==> src/hdl/btum_pkg.sv <==
package btum_pkg;

    localparam int TIME_W  = 32;
    localparam int CNT_W   = $clog2(TIME_W);
    localparam int WIN_W   = 11;
    localparam int PCT_W   = 7;
    localparam int SPAN_W  = 21;
    localparam int NUM_W   = SPAN_W + PCT_W;
    localparam int CMP_W   = (TIME_W > SPAN_W) ? TIME_W : SPAN_W;

    localparam logic [WIN_W-1:0]  WIN_MIN   = 11'd100;
    localparam logic [WIN_W-1:0]  WIN_MAX   = 11'd2000;
    localparam logic [WIN_W-1:0]  WIN_RESET = 11'd1000;
    localparam logic [SPAN_W-1:0] US_PER_MS = 21'd1000;
    localparam logic [PCT_W-1:0]  PCT_MAX   = 7'd100;

    localparam logic [1:0] KIND_START  = 2'd0;
    localparam logic [1:0] KIND_END    = 2'd1;
    localparam logic [1:0] KIND_UPDATE = 2'd2;

endpackage

==> src/hdl/busy_time_utilization_monitor_top.sv <==
// Busy time utilization monitor.
// Input channel (in_valid, in_stall, kind, time_us, time_ms) carries one request per
// task start, task end or window update. Output channel (out_valid, out_stall,
// cpu_percent, window_closed) returns exactly one result per request, carrying the
// percent of the last closed window and a flag set when this request closed one.
// The user must write the window length through cfg_we/cfg_wdata only while the
// block is idle; the block does not enforce this. Writes are clamped to 100..2000 ms.
// One request is processed at a time. A start, an update that seeds the window or an
// ignored request goes straight to the final state. A task end runs a bit-serial subtract
// and add over the 32 timestamp bits. An update with a running window runs a bit-serial
// elapsed-time compare over the 32 timestamp bits and ends there when the window stays open;
// a window close adds the span multiply, a saturation check and a 7-step restoring
// divide, and skips the divide when the percent saturates.
// The next request is accepted at the edge where the previous result can first be
// taken, so no new request is taken before the previous one is through.
// While the output register holds an untaken result the block still accepts the next
// request; it waits in its final state until out_stall drops before loading a new
// result. Reset clears all accumulated state, sets the window to 1000 ms and leaves
// the output channel empty.
module busy_time_utilization_monitor_top
    import btum_pkg::*;
(
    input  logic              clk,
    input  logic              rst_n,
    input  logic              in_valid,
    output logic              in_stall,
    input  logic [1:0]        kind,
    input  logic [TIME_W-1:0] time_us,
    input  logic [TIME_W-1:0] time_ms,
    output logic              out_valid,
    input  logic              out_stall,
    output logic [PCT_W-1:0]  cpu_percent,
    output logic              window_closed,
    input  logic              cfg_we,
    input  logic [WIN_W-1:0]  cfg_wdata
);

    localparam logic [2:0] S_IDLE     = 3'd0;
    localparam logic [2:0] S_ADD      = 3'd1;
    localparam logic [2:0] S_CMP      = 3'd2;
    localparam logic [2:0] S_SPAN     = 3'd3;
    localparam logic [2:0] S_DIV_INIT = 3'd4;
    localparam logic [2:0] S_DIV      = 3'd5;
    localparam logic [2:0] S_CLOSE    = 3'd6;
    localparam logic [2:0] S_DONE     = 3'd7;

    localparam logic [CNT_W-1:0] CNT_LAST = CNT_W'(TIME_W - 1);
    localparam logic [CNT_W-1:0] DIV_LAST = CNT_W'(PCT_W - 1);

    logic [2:0]           state_reg, state_next;
    logic [CNT_W-1:0]     cnt_reg, cnt_next;
    logic [WIN_W-1:0]     window_reg, window_next;
    logic [TIME_W-1:0]    busy_reg, busy_next;
    logic [TIME_W-1:0]    wstart_reg, wstart_next;
    logic [TIME_W-1:0]    tstart_reg, tstart_next;
    logic                 active_reg, active_next;
    logic [PCT_W-1:0]     pct_reg, pct_next;
    logic [TIME_W-1:0]    tus_reg, tus_next;
    logic [TIME_W-1:0]    tms_reg, tms_next;
    logic [TIME_W-1:0]    win_sh_reg, win_sh_next;
    logic                 c0_reg, c0_next;
    logic                 c1_reg, c1_next;
    logic                 closed_reg, closed_next;
    logic [SPAN_W-1:0]    span_reg, span_next;
    logic [NUM_W-1:0]     rem_reg, rem_next;
    logic [NUM_W-2:0]     div_reg, div_next;
    logic [PCT_W-1:0]     quo_reg, quo_next;
    logic                 out_valid_reg, out_valid_next;
    logic [PCT_W-1:0]     out_pct_reg, out_pct_next;
    logic                 out_closed_reg, out_closed_next;

    logic                 in_take;
    logic                 out_free;
    logic                 d_bit;
    logic                 r_bit;
    logic                 b0_out;
    logic                 b1_out;
    logic [WIN_W-1:0]     cfg_clamped;
    logic [CMP_W-1:0]     busy_ext;
    logic [CMP_W-1:0]     span_ext;

    assign in_stall  = (state_reg != S_IDLE);
    assign in_take   = in_valid && !in_stall;
    assign out_free  = !out_valid_reg || !out_stall;

    assign out_valid     = out_valid_reg;
    assign cpu_percent   = out_pct_reg;
    assign window_closed = out_closed_reg;

    assign busy_ext = CMP_W'(busy_reg);
    assign span_ext = CMP_W'(span_reg);

    always_comb
    begin
        if (cfg_wdata < WIN_MIN)
        begin
            cfg_clamped = WIN_MIN;
        end
        else if (cfg_wdata > WIN_MAX)
        begin
            cfg_clamped = WIN_MAX;
        end
        else
        begin
            cfg_clamped = cfg_wdata;
        end
    end

    // Bit-serial datapath, least significant bit first. In the task end pass the
    // first chain forms t_us - task_start and the second adds it into busy time.
    // In the update pass the first chain forms t_ms - window_start and the second
    // subtracts the window length; its final borrow is the compare result.
    always_comb
    begin
        if (state_reg == S_ADD)
        begin
            d_bit  = tus_reg[0] ^ tstart_reg[0] ^ c0_reg;
            b0_out = (!tus_reg[0] && (tstart_reg[0] || c0_reg)) || (tstart_reg[0] && c0_reg);
            r_bit  = busy_reg[0] ^ d_bit ^ c1_reg;
            b1_out = (busy_reg[0] && d_bit) || (busy_reg[0] && c1_reg) || (d_bit && c1_reg);
        end
        else
        begin
            d_bit  = tms_reg[0] ^ wstart_reg[0] ^ c0_reg;
            b0_out = (!tms_reg[0] && (wstart_reg[0] || c0_reg)) || (wstart_reg[0] && c0_reg);
            r_bit  = d_bit ^ win_sh_reg[0] ^ c1_reg;
            b1_out = (!d_bit && (win_sh_reg[0] || c1_reg)) || (win_sh_reg[0] && c1_reg);
        end
    end

    always_comb
    begin
        state_next      = state_reg;
        cnt_next        = cnt_reg;
        window_next     = window_reg;
        busy_next       = busy_reg;
        wstart_next     = wstart_reg;
        tstart_next     = tstart_reg;
        active_next     = active_reg;
        pct_next        = pct_reg;
        tus_next        = tus_reg;
        tms_next        = tms_reg;
        win_sh_next     = win_sh_reg;
        c0_next         = c0_reg;
        c1_next         = c1_reg;
        closed_next     = closed_reg;
        span_next       = span_reg;
        rem_next        = rem_reg;
        div_next        = div_reg;
        quo_next        = quo_reg;
        out_valid_next  = out_valid_reg;
        out_pct_next    = out_pct_reg;
        out_closed_next = out_closed_reg;

        if (out_valid_reg && !out_stall)
        begin
            out_valid_next = 1'b0;
        end

        if (cfg_we)
        begin
            window_next = cfg_clamped;
        end

        case (state_reg)
            S_IDLE:
            begin
                if (in_take)
                begin
                    tus_next    = time_us;
                    tms_next    = time_ms;
                    win_sh_next = TIME_W'(window_reg);
                    c0_next     = 1'b0;
                    c1_next     = 1'b0;
                    cnt_next    = '0;
                    closed_next = 1'b0;
                    state_next  = S_DONE;
                    case (kind)
                        KIND_START:
                        begin
                            if (!active_reg)
                            begin
                                tstart_next = time_us;
                                active_next = 1'b1;
                            end
                        end
                        KIND_END:
                        begin
                            if (active_reg)
                            begin
                                state_next = S_ADD;
                            end
                        end
                        KIND_UPDATE:
                        begin
                            // A zero window start means no window is running yet.
                            if (wstart_reg == '0)
                            begin
                                wstart_next = time_ms;
                            end
                            else
                            begin
                                state_next = S_CMP;
                            end
                        end
                        default:
                        begin
                            state_next = S_DONE;
                        end
                    endcase
                end
            end
            S_ADD:
            begin
                busy_next   = {r_bit, busy_reg[TIME_W-1:1]};
                tstart_next = {tstart_reg[0], tstart_reg[TIME_W-1:1]};
                tus_next    = {tus_reg[0], tus_reg[TIME_W-1:1]};
                c0_next     = b0_out;
                c1_next     = b1_out;
                cnt_next    = cnt_reg + 1'b1;
                if (cnt_reg == CNT_LAST)
                begin
                    active_next = 1'b0;
                    state_next  = S_DONE;
                end
            end
            S_CMP:
            begin
                // Both timestamp registers rotate, so they hold their values again at the end.
                tms_next    = {tms_reg[0], tms_reg[TIME_W-1:1]};
                wstart_next = {wstart_reg[0], wstart_reg[TIME_W-1:1]};
                win_sh_next = {1'b0, win_sh_reg[TIME_W-1:1]};
                c0_next     = b0_out;
                c1_next     = b1_out;
                cnt_next    = cnt_reg + 1'b1;
                if (cnt_reg == CNT_LAST)
                begin
                    state_next = b1_out ? S_DONE : S_SPAN;
                end
            end
            S_SPAN:
            begin
                span_next  = SPAN_W'(SPAN_W'(window_reg) * US_PER_MS);
                state_next = S_DIV_INIT;
            end
            S_DIV_INIT:
            begin
                rem_next = NUM_W'(busy_ext[SPAN_W-1:0]) * NUM_W'(PCT_MAX);
                div_next = {span_reg, {(PCT_W-1){1'b0}}};
                quo_next = '0;
                cnt_next = DIV_LAST;
                if (busy_ext >= span_ext)
                begin
                    quo_next   = PCT_MAX;
                    state_next = S_CLOSE;
                end
                else
                begin
                    state_next = S_DIV;
                end
            end
            S_DIV:
            begin
                if (rem_reg >= {1'b0, div_reg})
                begin
                    rem_next = rem_reg - {1'b0, div_reg};
                    quo_next = {quo_reg[PCT_W-2:0], 1'b1};
                end
                else
                begin
                    quo_next = {quo_reg[PCT_W-2:0], 1'b0};
                end
                div_next = {1'b0, div_reg[NUM_W-2:1]};
                cnt_next = cnt_reg - 1'b1;
                if (cnt_reg == '0)
                begin
                    state_next = S_CLOSE;
                end
            end
            S_CLOSE:
            begin
                pct_next    = quo_reg;
                busy_next   = '0;
                wstart_next = tms_reg;
                closed_next = 1'b1;
                state_next  = S_DONE;
            end
            S_DONE:
            begin
                if (out_free)
                begin
                    out_valid_next  = 1'b1;
                    out_pct_next    = pct_reg;
                    out_closed_next = closed_reg;
                    state_next      = S_IDLE;
                end
            end
            default:
            begin
                state_next = S_IDLE;
            end
        endcase
    end

    always_ff @(posedge clk or negedge rst_n)
    begin
        if (!rst_n)
        begin
            state_reg     <= S_IDLE;
            cnt_reg       <= '0;
            window_reg    <= WIN_RESET;
            busy_reg      <= '0;
            wstart_reg    <= '0;
            tstart_reg    <= '0;
            active_reg    <= 1'b0;
            pct_reg       <= '0;
            c0_reg        <= 1'b0;
            c1_reg        <= 1'b0;
            closed_reg    <= 1'b0;
            out_valid_reg <= 1'b0;
        end
        else
        begin
            state_reg     <= state_next;
            cnt_reg       <= cnt_next;
            window_reg    <= window_next;
            busy_reg      <= busy_next;
            wstart_reg    <= wstart_next;
            tstart_reg    <= tstart_next;
            active_reg    <= active_next;
            pct_reg       <= pct_next;
            c0_reg        <= c0_next;
            c1_reg        <= c1_next;
            closed_reg    <= closed_next;
            out_valid_reg <= out_valid_next;
        end
    end

    always_ff @(posedge clk)
    begin
        tus_reg        <= tus_next;
        tms_reg        <= tms_next;
        win_sh_reg     <= win_sh_next;
        span_reg       <= span_next;
        rem_reg        <= rem_next;
        div_reg        <= div_next;
        quo_reg        <= quo_next;
        out_pct_reg    <= out_pct_next;
        out_closed_reg <= out_closed_next;
    end

    a_pct_range: assert property (@(posedge clk) disable iff (!rst_n)
        pct_reg <= PCT_MAX)
        else $error("stored percent above saturation limit");

    a_window_range: assert property (@(posedge clk) disable iff (!rst_n)
        window_reg >= WIN_MIN && window_reg <= WIN_MAX)
        else $error("window length outside clamp range");

    a_close_clears: assert property (@(posedge clk) disable iff (!rst_n)
        state_reg == S_CLOSE |=> busy_reg == '0 && closed_reg && state_reg == S_DONE)
        else $error("window close did not clear busy time");

    a_end_stops: assert property (@(posedge clk) disable iff (!rst_n)
        (state_reg == S_ADD && cnt_reg == CNT_LAST) |=> !active_reg && state_reg == S_DONE)
        else $error("task end pass did not stop timing");

    a_result_flag: assert property (@(posedge clk) disable iff (!rst_n)
        (state_reg == S_DONE && out_free) |=> out_valid_reg && out_closed_reg == $past(closed_reg))
        else $error("result not loaded with close flag");

endmodule

==> config.mk <==
export PLATFORM = sky130hd
export DESIGN_NAME = busy_time_utilization_monitor_top
export DESIGN_NICKNAME = d
export VERILOG_FILES = /design/src/hdl/btum_pkg.sv /design/src/hdl/busy_time_utilization_monitor_top.sv
export SDC_FILE = /design/constraint.sdc
export NUM_CORES = 1
export LEC_CHECK = 0
export ABC_CLOCK_PERIOD_IN_PS = 5060
export BUFFER_PORTS_ARGS = -buffer_cell sky130_fd_sc_hd__buf_4
export CAP_MARGIN = 10
export CORE_MARGIN = 4
export CORE_UTILIZATION = 25
export CTS_BUF_LIST = sky130_fd_sc_hd__clkbuf_8
export DETAILED_ROUTE_END_ITERATION = 12
export PLACE_DENSITY = 0.53
export SETUP_SLACK_MARGIN = 0.02
export SLEW_MARGIN = 10
export SYNTH_ARGS = -nofsm -noshare
export SYNTH_HDL_FRONTEND = slang
export SYNTH_SLANG_ARGS = --single-unit
==> constraint.sdc <==
create_clock -name clk -period 5.06 [get_ports clk]
set_input_delay 0.253 -clock clk [delete_from_list [all_inputs] [get_ports clk]]
set_output_delay 0.253 -clock clk [all_outputs]
set_load 0.005 [all_outputs]
# After elaboration in Yosys (flattened, before gate mapping)
# Index checks and enable logic that the tools add are counted.
[op_classes]
n_lt_le_gt_ge = 4
n_shift = 0
div = 0
muxes = 49
n_reduce_logical = 51
bitwise_logic = 6
eq_ne = 20
n_addsub = 3
n_mul = 2
[ops]
columns = ["op", "n"]
rows = [
  ["one-hot mux 32 bit (2 select lines)", 5],
  ["two-way mux 32 bit", 9],
  ["one-hot mux 32 bit (3 select lines)", 1],
  ["one-hot mux 28 bit (2 select lines)", 1],
  ["one-hot mux 27 bit (2 select lines)", 1],
  ["greater-or-equal comparator 32 x 21 -> 1 bit", 1],
  ["zero test 32 bit", 1],
  ["greater-or-equal comparator 28 x 27 -> 1 bit", 1],
  ["two-way mux 28 bit", 1],
  ["subtractor 28 x 27 -> 28 bit", 1],
  ["multiplier 21 x 5 -> 26 bit, second input constant", 1],
  ["two-way mux 3 bit", 8],
  ["one-hot mux 3 bit (8 select lines)", 1],
  ["two-way mux 11 bit", 2],
  ["one-hot mux 5 bit (4 select lines)", 1],
  ["multiplier 11 x 7 -> 18 bit, second input constant", 1],
  ["!= test 2 bit, second input constant", 7],
  ["one-hot mux 7 bit (2 select lines)", 1],
  ["AND reduction 2 bit", 7],
  ["equality test 3 bit, second input constant", 4],
  ["AND reduction 4 bit", 3],
  ["nonzero test 2 bit", 6],
  ["> comparator 11 bit, second input constant", 1],
  ["logical AND 1 bit", 11],
  ["25 further kinds", 59],
]
[word_totals]
rom_bits = 0
wordCells = 156
register_bits = 311
latch_bits = 0
mem_bits_rw = 0
mem_count = 0

# Logic depth before layout (Yosys ltp)
# Gate-level depths: netlist (run 1).
[logic_depth]
depth_word = 9
ltp_mapped = 15
mapped_depth_nobuf = 15

# Worst setup path after synthesis (run 1)
# Ideal clock, no wire load.
[synth_path]
kind = "register -> register"
from = "register state_reg[0]"
to = "register c0_reg"
setup_ns = 0.298
required_ns = 4.762
stages_incl_launch_ff = 7
arrival_ns = 4.504
path_slack_ns = 0.259
cell_sequence = "dfrtp_1 -> clkbuf_1 -> nand2b_1 -> clkbuf_1 -> clkbuf_1 -> o21ai_0 -> o21ai_0"
[synth_between]
elab_chain_len = 5
elab_cells_between_ends = 12
cone_classes = "3 x eq/ne; 2 x mux; 7 x reduce/logical"
[synth_rtl]
columns = ["element", "line", "text"]
rows = [
  ["start: declaration", "busy_time_utilization_monitor_top.sv:50", "logic [2:0] state_reg, state_next;"],
  ["start signal: assignment", "busy_time_utilization_monitor_top.sv:324", "state_reg <= state_next;"],
  ["nonzero test 3 bit", "busy_time_utilization_monitor_top.sv:82", "assign in_stall = (state_reg != S_IDLE);"],
  ["zero test 1 bit", "busy_time_utilization_monitor_top.sv:83", "assign in_take = in_valid && !in_stall;"],
  ["logical AND 1 bit", "busy_time_utilization_monitor_top.sv:83", ""],
  ["!= test 2 bit (no line)", "--", ""],
  ["AND reduction 2 bit (no line)", "--", ""],
  ["end signal: assignment", "busy_time_utilization_monitor_top.sv:332", "c0_reg <= c0_next;"],
  ["end: declaration", "busy_time_utilization_monitor_top.sv:61", "logic c0_reg, c0_next;"],
]
# Parallel ways exist; a longest one is shown, timed or not.
# A chain may end at the register's enable or synchronous reset.

# Worst setup path in the final report (run 1)
[layout_path]
from = "register window_reg[3]"
to = "register span_reg[20], data pin"
[layout_between]
elab_chain_len = 1
[layout_rtl]
columns = ["element", "line", "text"]
rows = [
  ["start: declaration", "busy_time_utilization_monitor_top.sv:52", "logic [WIN_W-1:0] window_reg, window_next;"],
  ["start signal: assignment", "busy_time_utilization_monitor_top.sv:326", "window_reg <= window_next;"],
  ["multiplier 11 x 7 -> 18 bit", "busy_time_utilization_monitor_top.sv:243", "span_next = SPAN_W'(SPAN_W'(window_reg) * US_PER_MS);"],
  ["end signal: assignment", "busy_time_utilization_monitor_top.sv:344", "span_reg <= span_next;"],
  ["end: declaration", "busy_time_utilization_monitor_top.sv:64", "logic [SPAN_W-1:0] span_reg, span_next;"],
]
# Every way passes these cells.

==> results of run 1 <==
[logic make-up after synthesis]
logic type	share of synthesized area (%)
flip-flops	43.89
multiplexers	8.271
adder cells (fa/ha/maj)	17.11
AO/OA/AOI/OAI	11.89
XOR/XNOR	2.902
buffers and inverters	5.403
AND/OR/NAND/NOR	10.53
[stage by stage]
| step | instances | total power [W] | setup WS (ns) |
|---|---|---|---|
| after global routing | 2966 | 0.01279 | 0.2721 |
| after floorplan | 1770 | 0.007987 | 0.2588 |
| after detailed placement | 2771 | 0.009334 | 0.5254 |
| after CTS | 2965 | 0.01194 | 0.5149 |
| after global placement | 2771 | 0.009213 | 0.5881 |
| final | 2966 | 0.01177 | 0.5169 |
[layout by cell type (no fill, tap or decap), types with 4 or more instances in the layout]
master / netlist / final
a211oi_1: 10 / 10
a21o_1: 20 / 20
a21oi_1: 59 / 58
a221o_1: 4 / 4
a22o_1: 17 / 17
a31oi_1: 12 / 11
and3_1: 9 / 9
buf_4: 0 / 109
bufinv_16: 0 / 4
clkbuf_8: 1 / 65
clkinv_2: 0 / 12
dfrtp_1: 121 / 120
dfstp_2: 6 / 6
dlygate4sd3_1: 0 / 95
edfxtp_1: 163 / 163
fa_1: 55 / 55
ha_1: 163 / 163
inv_1: 191 / 205
mux2_2: 73 / 73
mux2i_1: 70 / 70
nand2_1: 270 / 270
nand2b_1: 14 / 13
nand3_1: 18 / 18
nand4_1: 9 / 9
nor2_1: 65 / 63
nor2b_1: 9 / 9
nor3_1: 17 / 17
nor4_1: 11 / 11
o211ai_1: 5 / 5
o21a_1: 6 / 6
o21ai_0: 161 / 160
o21bai_1: 6 / 6
o31ai_1: 8 / 8
or2_2: 4 / 4
xnor2_1: 36 / 36
xor2_1: 25 / 25
[layer usage]
metal / wire, um / up-vias
li1: - / 6571
met1: 20040 / 6259
met2: 19400 / 201
met3: 1517 / 63
met4: 1049 / 0
met5: 0 / -
[critical path, cell delays in order (launching register included)]
cell and delay (ns):
dfstp_2 0.56, inv_1 0.13, fa_1 0.50, fa_1 0.54
fa_1 0.44, fa_1 0.51, inv_1 0.04, ha_1 0.32
or2_2 0.30, a21oi_1 0.23, a211o_1 0.16, a31oi_1 0.11
a21o_1 0.19, a21oi_1 0.16, xnor2_1 0.07
[cell type report]
| class | count | area, um^2 | share of cell area (%) |
|---|---|---|---|
| Inverter | 191 | 716.9 | 3.209 |
| Tap cell | 959 | 1200 | 5.371 |
| Sequential cell | 290 | 8082 | 36.17 |
| Antenna cell | 1 | 2.502 | 0.01120 |
| Timing Repair Buffer | 205 | 1780 | 7.970 |
| Clock buffer | 65 | 894.6 | 4.004 |
| Multi-Input combinational cell | 1221 | 9392 | 42.04 |
| Clock inverter | 34 | 272.8 | 1.221 |
[power by group through the flow]
stage          clock [W]  sequential, W  combinational [W]
3_5_place_dp           0        0.00402            0.00531
6_report         0.00244        0.00397            0.00535
4_1_cts          0.00254        0.00398            0.00541
5_1_grt          0.00266        0.00407            0.00606
3_3_place_gp           0        0.00400            0.00521
2_1_floorplan          0        0.00390            0.00409
[worst paths after layout]
check / start / to / slack (ns)
max: window_reg[3] / span_reg[20] / 0.52
min: kind[0] / state_reg[0] / 0.23
max reg2reg: window_reg[3] / span_reg[20] / 0.52
min reg2reg: pct_reg[3] / cpu_percent[3] / 0.44
max in group asynchronous: rst_n / busy_ext[18] / 3.62
min in group asynchronous: rst_n / tstart_reg[15] / 0.28
==> impl_metrics.ini, run 1 <==
[hold_path]
hold_depth = 4
hp-class = in -> reg

[detailed_routing]
wl_um = 42010
drcViolationCount = 0
drt_iter0_drc = 543
first_pass_iters = 4
dr_total_vias = 13090
antenna_left = 0
wl_per_cell_um = 14.16
routed_via_density = 4.415

[synthesis]
synth.most_common_cell = nand2_1
synth_area_mm2 = 0.01841
ys_types = 77
synth_area_leaders = edfxtp_1, dfrtp_1, ha_1
synth_top_area_share_pct = 26.59
synth_seq_cells = 290
yosys_warnings = 0
yosysTopAreaCell = edfxtp_1
synth_nets = 2070
synth_area_per_cell_um2 = 10.40
synth-edff-count = 163
synth-main-ff-cell = edfxtp_1
ys_seq_area_share_pct = 43.89
syn_inst = 1770
yosys-top-cells-count = nand2_1, inv_1, edfxtp_1, ha_1, o21ai_0
synthArstFlopShare_pct = 43.79

[clock_network]
cts_buffers = 53
clk_path_buf_depth = 3
post_cts_buffers = 0
cts_root_buf = clkbuf_8
clkLatencyLatePin_ns = 0.64
hold_buffers = 95
clkTransAtPathRegs_ns = 0.06
numClockSinks = 290
cts_tree = done
h-tree-depth = 2
ctsResizeCount = 0

[power_and_ir_drop]
combPwrFrac_pct = 45.5
swShare_pct = 38.41
p_leak_nw = 10.10
power_switching_w = 0.004520
sequentialPowerShare_pct = 33.8
peakVddDrop_uv = 268.3
clkPwrFrac_pct = 20.8
powerDensity_mw_per_mm2 = 526.8
p_int_w = 0.007249

[flow_run]
drv_cap = 0

[placement]
gp_congestion = 0.7936
dpl.hpwl_um = 29940
placed_area_mm2 = 0.02022
port_buffers = 91

[layout]
utilization_pct = 30.62
fin_nets = 2262
final_area_mm2 = 0.02234
n_fill_cell = 7437
drive_gt1_share_pct = 15.00
area_delta_synth_final_pct = 21.35

[sta]
min_period_ns = 4.543
slew_violations = 0
finalSetupViolCount = 0
setup_tns_ns = 0
worst_hold_slack_ns = 0.2313
fin_skew_ns = 0.01845
tightest_slew_ns = 0.8799
clock.fmax_ghz = 0.2201
rsz0062_at_grt = false
slew_headroom_pct = 40.99
fin_crit_sh_pct = 89.78
hold_violations = 0

[grt]
globalRouteMet2Util_pct = 17.47
grt.met1_usage_pct = 14.42
grt_usage_pct = 10.64
grt_pass1_wl_um = 69750
grt_max_degree = 87
top_usage_layer = met2
antenna_found_initial = 1
grt_util_met3_pct = 1.742
grt_pass1_vias = 13630
grt_overflow = 0

[die]
dieArea_mm2 = 0.07805
rows = 99
core_mm2 = 0.07296
die_h_um = 279.4
pin_count = 92
die_w_um = 279.4
start_util_pct = 25.23

[setup_path]
cp.required_ns = 5.44
worstPathArrival_ns = 4.92
endpoint_kind = flop
worstSetupPathType = reg -> reg
cp_max_fo = 5
startpoint_type = flop
r2r_cells = 14

[outcome]
outcome = completed
No activity file was read; power rests on OpenSTA's default activity.
==> run 2, diff against run 1 <==
- REMOVE_ABC_BUFFERS: default -> 1
==> run 2 against run 1 <==
  * Non-clock buffer count down 8
  * Critical path depth unchanged
  * Worst setup slack worse by 0.018 ns
==> impl_metrics.ini, run 2 (synthesis gave the netlist of run 1 again) <==
[outcome]
outcome = completed

[clock_network]
cts_buffers = 54
cts_root_buf = clkbuf_8
hold_buffers = 89
clkLatencyLatePin_ns = 0.65
post_cts_buffers = 0
cts_tree = done
numClockSinks = 290
h-tree-depth = 2
ctsResizeCount = 0
clkTransAtPathRegs_ns = 0.06
clk_path_buf_depth = 3

[sta]
slew_violations = 0
rsz0062_at_grt = false
worst_hold_slack_ns = 0.09197
fin_skew_ns = 0.02534
hold_violations = 0
clock.fmax_ghz = 0.2193
tightest_slew_ns = 1.098
fin_crit_sh_pct = 90.14
setup_tns_ns = 0
slew_headroom_pct = 26.83
finalSetupViolCount = 0
min_period_ns = 4.561

[setup_path]
startpoint_type = flop
cpPeakStageDelay_ns = 0.56
crit_chain = inv_1 > fa_1 > fa_1 > fa_1 > fa_1 > inv_1 > ha_1 > or2_2 > a21oi_1 > a211o_1 > a31oi_1 > a21o_1 > a21oi_1 > xnor2_1
path_buf_inv = 2
cp_slowest_cell = dfstp_2
worstSetupPathType = reg -> reg
endpoint_kind = flop
path_common_cell = fa_1
cp.required_ns = 5.43
cp_top_family = adder cells
worstPathArrival_ns = 4.93
critical_path_depth = 14
r2r_cells = 14
cp_max_fo = 5

[grt]
grt_usage_pct = 10.95
antenna_found_initial = 1
grt_overflow = 0
grt_pass1_vias = 14030
grt_pass1_wl_um = 71770
grt_max_degree = 82

[power_and_ir_drop]
sequentialPowerShare_pct = 34.6
clkPwrFrac_pct = 19.6
p_int_w = 0.007084
combPwrFrac_pct = 45.8
p_leak_nw = 10.05
powerDensity_mw_per_mm2 = 521.9
power_switching_w = 0.004489
swShare_pct = 38.79
peakVddDrop_uv = 295.7

[layout]
regArea_mm2 = 0.008082
fin_nets = 2255
mostFrequentLayoutCells = nand2_1, inv_1, ha_1, edfxtp_1, o21ai_0
multi_input_area_mm2 = 0.009392
n_fill_cell = 7450
area_delta_synth_final_pct = 20.45
drive_gt1_share_pct = 14.55
layout_commonest_cell = nand2_1

[die]
die_h_um = 279.4
die_w_um = 279.4
dieArea_mm2 = 0.07805
rows = 99
start_util_pct = 25.23
core_mm2 = 0.07296
pin_count = 92

[hold_path]
hold_depth = 4
hp-class = in -> reg

[detailed_routing]
drt_iter0_drc = 604
wl_um = 42630
first_pass_iters = 5
routed_via_density = 4.505
wl_per_cell_um = 14.40
drcViolationCount = 0
antenna_left = 0
dr_total_vias = 13340

[placement]
port_buffers = 91
gp_congestion = 0.8191
dpl.hpwl_um = 30090

[flow_run]
drv_cap = 0
==> run 2: cell count changes in the layout (fill, tap and decap cells not counted), sizes merged <==
cell,change
buf,-2
clkbuf,-3
inv,+8
clkinv,-1
dlygate4sd3,-6
bufinv,-2
==> run 2: per-stage QoR <==
step                area, um^2  worst slack (ns)  total power [W]  utilization (%)  cells
global route             22180            0.2730          0.01260            30.39   2960
finish                   22180            0.4991          0.01157            30.39   2960
detailed placement       20200            0.5196         0.009331            27.69   2769
global placement         20200            0.5815         0.009211            27.69   2769
floorplan                18130           -0.7341         0.007920                -   1702
CTS                      22170            0.4916          0.01174            30.39   2959
==> run 2: power by group through the flow <==
stage	Combinational, W	Sequential, W	Clock [W]
after global routing	0.00603	0.00410	0.00246
after detailed placement	0.00528	0.00405	0
after global placement	0.00518	0.00403	0
final	0.00530	0.00401	0.00226
after floorplan	0.00392	0.00400	0
after CTS	0.00537	0.00401	0.00236
==> run 2: final timing paths <==
check	startpoint	end	slack, ns
worst max-delay path	window_reg[3]	span_reg[20]	0.50
worst min register to register	pct_reg[4]	cpu_percent[4]	0.45
worst max register to register	window_reg[3]	span_reg[20]	0.50
worst min-delay path	cfg_wdata[6]	window_reg[5]	0.09
max in group asynchronous	rst_n	window_reg[2]	3.57
min in group asynchronous	rst_n	tstart_reg[19]	0.23
==> run 2: final cells by class <==
| type | instances | area share [%] |
|---|---|---|
| Antenna cell | 1 | 0.01128 |
| Clock buffer | 62 | 3.848 |
| Clock inverter | 39 | 1.010 |
| Inverter | 191 | 3.233 |
| Multi-Input combinational cell | 1221 | 42.35 |
| Sequential cell | 290 | 36.44 |
| Tap cell | 959 | 5.411 |
| Timing Repair Buffer | 197 | 7.691 |
==> run 2: tightest hold or removal path, stage by stage <==
cell and delay, ns:
buf_4 0.12, o2111ai_1 0.11, a21oi_1 0.08, nor2_1 0.10
==> run 2: per-layer routing <==
| layer | vias up | GRT usage [%] | share of wire [%] |
|---|---|---|---|
| met2 | 228 | 18.32 | 47 |
| met1 | 6475 | 14.52 | 47 |
| li1 | 6563 | - | - |
| met4 | 0 | 3.517 | 2.2 |
| met5 | - | 0 | 0 |
| met3 | 69 | 1.842 | 3.6 |
==> run 3, diff against run 2 <==
- CORE_UTILIZATION: 25 -> 40
- PLACE_DENSITY: 0.53 -> 0.7
==> run 3 against run 2 <==
  * Utilization increased by 17 points
  * Die area decreased by 37%
  * Sequential cell count unchanged
  * First-iteration DRC count increased by 37%
  * Sequential share of layout area increased by 0.82 points
  * Clock skew decreased by 0.0032 ns
  * Via count increased by 0.20%
  * Total power decreased by 1.4%
  * Final cell count decreased by 12%
==> impl_metrics.ini, run 3 (synthesis gave the netlist of run 1 again) <==
[setup_path]
worstSetupPathType = reg -> reg
endpoint_kind = flop
r2r_cells = 14
timing.rr.end = span_reg[20]
worstPathArrival_ns = 4.89
cp_max_fo = 5
reg2reg_slack_ns = 0.55
startpoint_type = flop
regToRegStartpoint = window_reg[3]
cp.required_ns = 5.44

[detailed_routing]
wl_per_cell_um = 15.19
first_pass_iters = 5
drcViolationCount = 0
wl_um = 39430
routed_via_density = 5.147
antenna_left = 0
drt_iter0_drc = 827
dr_total_vias = 13360

[die]
pin_count = 92
die_w_um = 222.5
rows = 78
start_util_pct = 40.48
die_h_um = 222.5
dieArea_mm2 = 0.04952
core_mm2 = 0.04548

[power_and_ir_drop]
powerDensity_mw_per_mm2 = 526.1
p_leak_nw = 10.04
peakVddDrop_uv = 336.1

[hold_path]
hold_path_end = window_reg[5]
hold_depth = 4
holdCritStartpoint = cfg_wdata[6]
hp-class = in -> reg

[layout]
fin_nets = 2252
layout_commonest_cell = nand2_1
drive_gt1_share_pct = 14.34
layout.cells.non_filler = 2596
multi_input_area_mm2 = 0.009383
mostFrequentLayoutCells = nand2_1, inv_1, ha_1, edfxtp_1, o21ai_0
final_area_mm2 = 0.02169
area_delta_synth_final_pct = 17.81
n_fill_cell = 4143
regArea_mm2 = 0.008082

[placement]
gp_congestion = 0.8307
dpl.hpwl_um = 27490
port_buffers = 91
dp_slack_ns = 0.5195
placed_area_mm2 = 0.01975
dpl.cell_count = 2411

[grt]
grt_overflow = 0
grt_max_degree = 98
antenna_found_initial = 1
grt_pass1_wl_um = 66690
grt_pass1_vias = 13750
grt_usage_pct = 15.87

[clock_network]
cts_buffers = 51
clkTransAtPathRegs_ns = 0.06
numClockSinks = 290
ctsResizeCount = 0
cts_root_buf = clkbuf_8
clk_path_buf_depth = 3
clkLatencyLatePin_ns = 0.64
cts_tree = done
h-tree-depth = 2

[sta]
tightest_slew_ns = 1.030
slew_violations = 0
fin_skew_ns = 0.02219
slew_headroom_pct = 31.34
hold_violations = 0
worst_hold_slack_ns = 0.08647
clock.fmax_ghz = 0.2216
setup_slack_ns = 0.5478
finalSetupViolCount = 0
min_period_ns = 4.512
fin_crit_sh_pct = 89.17
rsz0062_at_grt = false

[flow_run]
drv_cap = 0

[outcome]
outcome = completed
[run 3: changes by cell type in the layout (fill, tap and decap cells not counted), moves of 2 or more]
cell | before | now
inv_1 | 213 | 216
clkinv_1 | 3 | 1
clkbuf_8 | 62 | 64
clkinv_2 | 10 | 3
[run 3: cell type report]
type | instances | share of cell area [%]
Antenna cell | 1 | 0.01154
Clock inverter | 32 | 0.7846
Tap cell | 600 | 3.461
Clock buffer | 64 | 4.061
Sequential cell | 290 | 37.26
Multi-Input combinational cell | 1221 | 43.26
Timing Repair Buffer | 197 | 7.852
Inverter | 191 | 3.306
[run 3: worst max-delay path, stage by stage, from the launching register on]
cell,delay (ns)
dfstp_2,0.56
inv_1,0.13
fa_1,0.55
fa_1,0.44
fa_1,0.50
fa_1,0.51
inv_1,0.04
ha_1,0.33
or2_2,0.30
a21oi_1,0.19
a211o_1,0.16
a31oi_1,0.12
a21o_1,0.20
a21oi_1,0.16
xnor2_1,0.09
[run 3: how the worst max path moves through the flow]
stage / startpoint / cells after the start / endpoint
2_1_floorplan: state_reg[2] / 11 / cnt_reg[4]
5_1_grt: window_reg[3] / 14 / span_reg[20]
4_1_cts: window_reg[3] / 14 / span_reg[20]
3_3_place_gp: window_reg[3] / 14 / span_reg[20]
3_5_place_dp: window_reg[3] / 14 / span_reg[20]
6_report: window_reg[3] / 14 / span_reg[20]
[run 3: layer usage]
metal / track usage, % / up-vias / routed length (um)
met3: 2.959 / 69 / 1617
met1: 20.93 / 6477 / 17860
met4: 4.554 / 0 / 848
li1: - / 6551 / -
met2: 26.84 / 265 / 19110
met5: 0 / - / 0
[run 3: per-stage QoR]
stage | utilization, % | power (W) | TNS [ns]
floorplan | - | 0.007920 | -25.18
global placement | 43.44 | 0.009027 | 0
detailed placement | 43.44 | 0.009199 | 0
CTS | 47.68 | 0.01150 | 0
global route | 47.69 | 0.01240 | 0
finish | 47.69 | 0.01141 | 0
[run 3: report_power, final]
group / leakage, nW / switching [W] / internal (W)
registers: 3.11 / 0.000396 / 0.00357
clock network: 0.634 / 0.000985 / 0.00119
logic: 6.29 / 0.00298 / 0.00229
total: 10.0 / 0.00436 / 0.00705
[run 3: repair_timing]
item | in CTS | in global routing
hold buffers | 88 | 0
endpoints found under the hold margin | 232 | 0
buffers inserted | 0 | 0
setup endpoints to repair | 0 | 0
